$ cat config.mk
export PLATFORM = sky130hd
export DESIGN_NAME = uf_ctrl
export DESIGN_NICKNAME = d
export VERILOG_FILES = /design/src/hw/rtl/uf_pkg.sv /design/src/hw/rtl/uf_ctrl.sv
export SDC_FILE = /design/constraint.sdc
export NUM_CORES = 1
export LEC_CHECK = 0
export BUFFER_PORTS_ARGS = -buffer_cell sky130_fd_sc_hd__clkbuf_2
export CAP_MARGIN = 15
export CORE_AREA = 3 3 40 42
export CTS_BUF_LIST = sky130_fd_sc_hd__clkbuf_16
export DETAILED_ROUTE_END_ITERATION = 12
export DIE_AREA = 0 0 43 45
export GPL_ROUTABILITY_DRIVEN = 0
export PLACE_DENSITY = 0.56
export SLEW_MARGIN = 10
export SYNTH_ARGS = -nofsm -noshare
export SYNTH_HDL_FRONTEND = slang
export SYNTH_SLANG_ARGS = --single-unit
$ cat constraint.sdc
create_clock -name clk -period 1.4 [get_ports clk]
set_input_delay 0.07 -clock clk [delete_from_list [all_inputs] [get_ports clk]]
set_output_delay 0.07 -clock clk [all_outputs]
set_load 0.05 [all_outputs]
$ cat src/hw/rtl/uf_pkg.sv
package uf_pkg;

    localparam int NODE_W = 16;
    localparam int NODES  = 1 << NODE_W;
    localparam int CNT_W  = NODE_W + 1;

    localparam logic [1:0] CMD_UNION = 2'd0;
    localparam logic [1:0] CMD_FIND  = 2'd1;
    localparam logic [1:0] CMD_CLEAR = 2'd2;

    localparam logic [CNT_W-1:0] NODE_COUNT_RST = CNT_W'(NODES);

    typedef logic [NODE_W-1:0] node_t;

    typedef enum logic [2:0] {
        ST_INIT,
        ST_IDLE,
        ST_DECODE,
        ST_READ,
        ST_CHK_P,
        ST_CHK_G,
        ST_CLEAR,
        ST_FINISH
    } state_t;

    typedef enum logic [1:0] {
        V_HOLD,
        V_A,
        V_B,
        V_DATA
    } v_sel_t;

    typedef enum logic {
        RD_V,
        RD_DATA
    } rd_sel_t;

    typedef enum logic [1:0] {
        WR_NONE,
        WR_SWEEP,
        WR_HALVE,
        WR_LINK
    } wr_sel_t;

    typedef struct packed {
        logic    load;
        v_sel_t  v_sel;
        rd_sel_t rd_sel;
        wr_sel_t wr_sel;
        logic    start_b;
        logic    set_err;
        logic    set_root;
        logic    set_merged;
        logic    sweep_rst;
        logic    emit;
    } dp_cmd_t;

    typedef struct packed {
        logic [1:0] cmd;
        logic       a_err;
        logic       b_err;
        logic       at_root;
        logic       second;
        logic       roots_differ;
        logic       sweep_last;
        logic       out_free;
    } dp_sts_t;

endpackage

$ cat src/hw/rtl/uf_ctrl.sv
module uf_ctrl (
    input  logic            clk,
    input  logic            rst_n,
    input  logic            req_valid,
    output logic            req_ready,
    input  uf_pkg::dp_sts_t sts,
    output uf_pkg::dp_cmd_t cmd
);
    import uf_pkg::*;

    state_t state_reg;
    state_t state_next;

    always_ff @(posedge clk or negedge rst_n)
    begin
        if (!rst_n)
        begin
            state_reg <= ST_INIT;
        end
        else
        begin
            state_reg <= state_next;
        end
    end

    always_comb
    begin
        state_next = state_reg;
        case (state_reg)
            ST_INIT:
            begin
                if (sts.sweep_last)
                begin
                    state_next = ST_IDLE;
                end
            end
            ST_IDLE:
            begin
                if (req_valid)
                begin
                    state_next = ST_DECODE;
                end
            end
            ST_DECODE:
            begin
                case (sts.cmd)
                    CMD_UNION: state_next = (sts.a_err || sts.b_err) ? ST_FINISH : ST_READ;
                    CMD_FIND:  state_next = sts.a_err ? ST_FINISH : ST_READ;
                    CMD_CLEAR: state_next = ST_CLEAR;
                    default:   state_next = ST_FINISH;
                endcase
            end
            ST_READ:
            begin
                state_next = ST_CHK_P;
            end
            ST_CHK_P:
            begin
                if (!sts.at_root)
                begin
                    state_next = ST_CHK_G;
                end
                else if (!sts.second && sts.cmd == CMD_UNION)
                begin
                    state_next = ST_READ;
                end
                else
                begin
                    state_next = ST_FINISH;
                end
            end
            ST_CHK_G:
            begin
                state_next = ST_CHK_P;
            end
            ST_CLEAR:
            begin
                if (sts.sweep_last)
                begin
                    state_next = ST_FINISH;
                end
            end
            ST_FINISH:
            begin
                if (sts.out_free)
                begin
                    state_next = ST_IDLE;
                end
            end
            default:
            begin
                state_next = ST_IDLE;
            end
        endcase
    end

    always_comb
    begin
        cmd       = '0;
        cmd.v_sel = V_HOLD;
        cmd.rd_sel = RD_V;
        cmd.wr_sel = WR_NONE;
        req_ready = 1'b0;
        case (state_reg)
            ST_INIT:
            begin
                cmd.wr_sel = WR_SWEEP;
            end
            ST_IDLE:
            begin
                req_ready = 1'b1;
                cmd.load  = req_valid;
            end
            ST_DECODE:
            begin
                cmd.v_sel     = V_A;
                cmd.sweep_rst = 1'b1;
                case (sts.cmd)
                    CMD_UNION: cmd.set_err = sts.a_err || sts.b_err;
                    CMD_FIND:  cmd.set_err = sts.a_err;
                    default:   cmd.set_err = 1'b0;
                endcase
            end
            ST_READ:
            begin
                cmd.rd_sel = RD_V;
            end
            ST_CHK_P:
            begin
                if (!sts.at_root)
                begin
                    cmd.rd_sel = RD_DATA;
                end
                else if (!sts.second && sts.cmd == CMD_UNION)
                begin
                    cmd.start_b = 1'b1;
                    cmd.v_sel   = V_B;
                end
                else
                begin
                    cmd.set_root = 1'b1;
                    if (sts.second && sts.roots_differ)
                    begin
                        cmd.wr_sel     = WR_LINK;
                        cmd.set_merged = 1'b1;
                    end
                end
            end
            ST_CHK_G:
            begin
                cmd.wr_sel = WR_HALVE;
                cmd.v_sel  = V_DATA;
                cmd.rd_sel = RD_DATA;
            end
            ST_CLEAR:
            begin
                cmd.wr_sel = WR_SWEEP;
            end
            ST_FINISH:
            begin
                cmd.emit = sts.out_free;
            end
            default:
            begin
                cmd.load = 1'b0;
            end
        endcase
    end

endmodule

# After elaboration in Yosys (flattened, before gate mapping)
# Index checks and enable logic that the tools add are counted.
totals:
  output_inout_bits: 13
  register_bits: 3
  elab_cells: 54
  input_bits: 12
op_classes:
  n_reduce_logical: 9
  mux: 31
  n_eq_ne: 13
ops:
  columns: ["op", "count"]
  rows:
  - ["3-bit two-way mux", 9]
  - ["3-bit one-hot mux with 7 select lines", 1]
  - ["2-bit two-way mux", 7]
  - ["3-bit == test, second input constant", 4]
  - ["2-bit one-hot mux with 3 select lines", 2]
  - ["1-bit two-way mux", 9]
  - ["3-bit one-hot mux with 3 select lines", 1]
  - ["2-bit != test, second input constant", 4]
  - ["3-bit by 2-bit == test with 1-bit output, second input constant", 2]
  - ["1-bit one-hot mux with 2 select lines", 2]
  - ["4-bit AND reduction", 1]
  - ["2-bit OR reduction", 2]
  - ["3-bit by 1-bit == test with 1-bit output, second input constant", 1]
  - ["3-bit logical NOT", 1]
  - ["2-bit by 1-bit == test with 1-bit output, second input constant", 1]
  - ["2-bit == test, second input constant", 1]
  - ["1-bit logical AND", 2]
  - ["2-bit logical NOT", 1]
  - ["1-bit logical NOT", 1]
  - ["1-bit logical OR", 1]

# Logic depth before layout (Yosys ltp)
logic_depth:
  ltp_word: 5
  ltp_mapped: 5
  mapped_depth_nobuf: 4

# Least setup slack after synthesis
# OpenSTA, ideal clock, no wires.
synth_timing:
  path_kind: "reg-to-output"
  startpoint: "register state_reg[0]"
  endpoint: "output cmd[4] in the netlist's numbering"
  path_buffers: 0
  stages_incl_launch_ff: 5
  arrival_time_ns: 2.134
  setup_slack_ns: -0.804
  path_cell_list: "dfrtp_1 -> nand2b_1 -> nor2_1 -> o21ai_0 -> nor2_1"
synth_rtl:
  columns: ["item", "line_no", "rtl"]
  rows:
  - ["start, declared", "uf_ctrl.sv:11", "state_t state_reg;"]
  - ["start signal, assigned", "uf_ctrl.sv:22", "state_reg <= state_next;"]
  - ["end, declared", "uf_ctrl.sv:7", "output uf_pkg::dp_cmd_t cmd"]

==> reports/qor.txt <==
outcome = finished, violations left
failing checks = negative setup slack
first-pass GRT wire length = 2150 um
peak fanout along the critical path = 6
root buf cell = clkbuf_16
max FFs per register = 3
die area = 1940 um2
share of layout cells above drive strength 1 = 0.644
Slew headroom = 0.633
commonest cells after routing, fill and taps aside = clkbuf_2, nand2_1, buf_8
CORE AREA = 1280 um2
starting density of the core = 0.291
vias in the first global route = 530
setup_tns = -0.0467 ns
clk_lat worst skew = 0.22 ns
R2R depth = 3
Die X = 43 um
met3 GRT Util = 0.0398
TritonCTS clock tree = done
FILL cells = 103
Clock transition at path regs = 0.03 ns
post-synthesis cell area = 374 um2
Critical Path End Type = output port
PortBufs = 24
vias per cell = 5.15
CTS H-tree depth = 1
CP required = 1.33 ns
DRT antenna net count = 0
Pwr Total = 0.00236 W
largest net degree at the start of global routing = 12
grt met1 use = 0.165
FF-to-FF End = state_reg[2]$_DFFE_PN0P_
average wire per standard cell = 14.0 um
1st-iter DRT viols = 13
# setup viols final = 4
Post-Route WL = 1470 um
hold_sp = sts[1]
Max Slew Vio Count = 0
Final Critical Period = 1.43 ns
highest clock rate = 699 MHz
LEAKAGE = 0.400 nW
CTS sink cnt = 3
crit share post-route = 1.02
Syn. warnings = 0
Worst Hold Class = input pin to flop
MaxCap Viol Count = 0
Area after DPL = 557 um2
Residual DRC = 0
post-synth net total = 68
Antenna Cells = 0
Seq cells post-synth = 3
hold endpoint = state_reg[0]$_DFFE_PN0P_
grt met2 use = 0.260
gr ovfl total = 0
grt peak-use layer = met2
Num CTS Buffers = 3
I/O pins = 25
Clock Tree Buf Depth = 2
register area share after synthesis = 0.201
RSZ-0062 raised after global routing = true
FF-to-FF setup slack = 0 ns
site row count = 13
CP arrival = 1.36 ns
WHS Path Cells = 3
leading cell type in the layout, fill and taps excluded = clkbuf_2
vias post-DR = 541
Unique masters post-synth = 26
Synth Instances = 56
area growth from synthesis to layout = 125%
Die Ht = 45 um
Crit Path Category = flop to output port
Total GRT Usage = 0.150
worst setup margin = -0.0302 ns
hpwl dp = 954 um
startpoint types = flop
worst-margin pin slew = 0.546 ns
pwr dens = 2800 nW/um2
DR pass1 iterations = 4
final hold vios = 0
origin of the critical flop-to-flop path = state_reg[0]$_DFFE_PN0P_
peak supply drop = 0.00136 V
fin nets = 103
Final Instance Area = 843 um2
clk_skew = 0.00384 ns
initial antenna violation count = 0
syn_area_per_cell = 6.68 um2
==> critical path: stages (launching register included) <==
cell	delay [ns]
dfrtp_2	0.41
nor2b_1	0.31
nand2_4	0.11
nor2_4	0.14
buf_8	0.16
==> how the worst max path moves through the flow <==
stage | cells past startpoint | startpoint | endpoint | slack (ns)
after floorplan | 4 | state_reg[2]$_DFFE_PN0P_ | cmd[2] | -0.13
after global placement | 5 | state_reg[0]$_DFFE_PN0P_ | cmd[3] | 0.06
after detailed placement | 5 | state_reg[0]$_DFFE_PN0P_ | cmd[4] | 0.05
after CTS | 5 | state_reg[1]$_DFFE_PN0P_ | req_ready | -0.03
after global routing | 5 | state_reg[0]$_DFFE_PN0P_ | cmd[2] | -0.07
final | 4 | state_reg[2]$_DFFE_PN0P_ | cmd[2] | -0.03
==> routing by layer <==
metal / wire length (um) / vias up
met2: 753 / 17
met4: 38 / 0
met5: 0 / -
met1: 582 / 255
met3: 96 / 4
li1: - / 265
==> cell families after synthesis <==
| kind of cell | synth area share |
|---|---|
| buffers and inverters | 0.0736 |
| flip-flops | 0.201 |
| AO/OA/AOI/OAI | 0.191 |
| multiplexers | 0.0268 |
| AND/OR/NAND/NOR | 0.508 |
==> power by group <==
group	internal [W]	total [W]	switching, W
Sequential	0.000140	0.000211	0.0000708
Clock	0.000368	0.000447	0.0000789
Combinational	0.000697	0.00170	0.00100
Total	0.00121	0.00236	0.00115
==> stage by stage <==
stage	hold WS [ns]	util	instances	worst slack [ns]
floorplan	-0.226	-	56	-0.133
global placement	-0.130	0.433	97	0.0614
detailed placement	-0.127	0.433	97	0.0464
CTS	0.164	0.572	103	-0.0285
global route	0.191	0.656	105	-0.0729
finish	0.172	0.656	105	-0.0302
==> synthesized netlist by cell type <==
cell type	instances	area share
or3_1	1	0.017
dfrtp_1	3	0.20
nor2_1	9	0.090
nor2b_1	4	0.067
and2_1	1	0.017
and2b_2	1	0.023
o311ai_0	1	0.023
nand4_1	1	0.017
inv_1	1	0.010
mux2i_1	1	0.027
a222oi_1	1	0.027
or2b_2	1	0.023
o21ai_0	4	0.054
buf_6	1	0.030
nand3_1	1	0.013
a31oi_1	2	0.033
or3b_1	1	0.023
nor3_1	3	0.040
a21oi_1	1	0.013
and3_1	1	0.017
o211ai_1	2	0.040
buf_2	1	0.013
and2b_1	1	0.020
nand2_1	9	0.090
nand2b_1	3	0.050
buf_4	1	0.020
==> what timing repair did <==
item	4_1_cts	5_1_grt
endpoints found under the setup margin	8	12
pin swaps	0	2
gates cloned	0	1
hold endpoints to repair	3	0
buffers inserted	1	1
hold buffers	1	0
resized for setup	21	36
==> layout make-up <==
type	instances	area [um2]	area share
clock inverter	1	3.75	0.00445
multi-input combinational	49	384	0.455
inverter	1	3.75	0.00445
timing repair buffer	33	280	0.332
tap	15	18.8	0.0223
clock buffer	3	75.1	0.0890
sequential	3	77.6	0.0920
(Power assumes the default switching activity.)
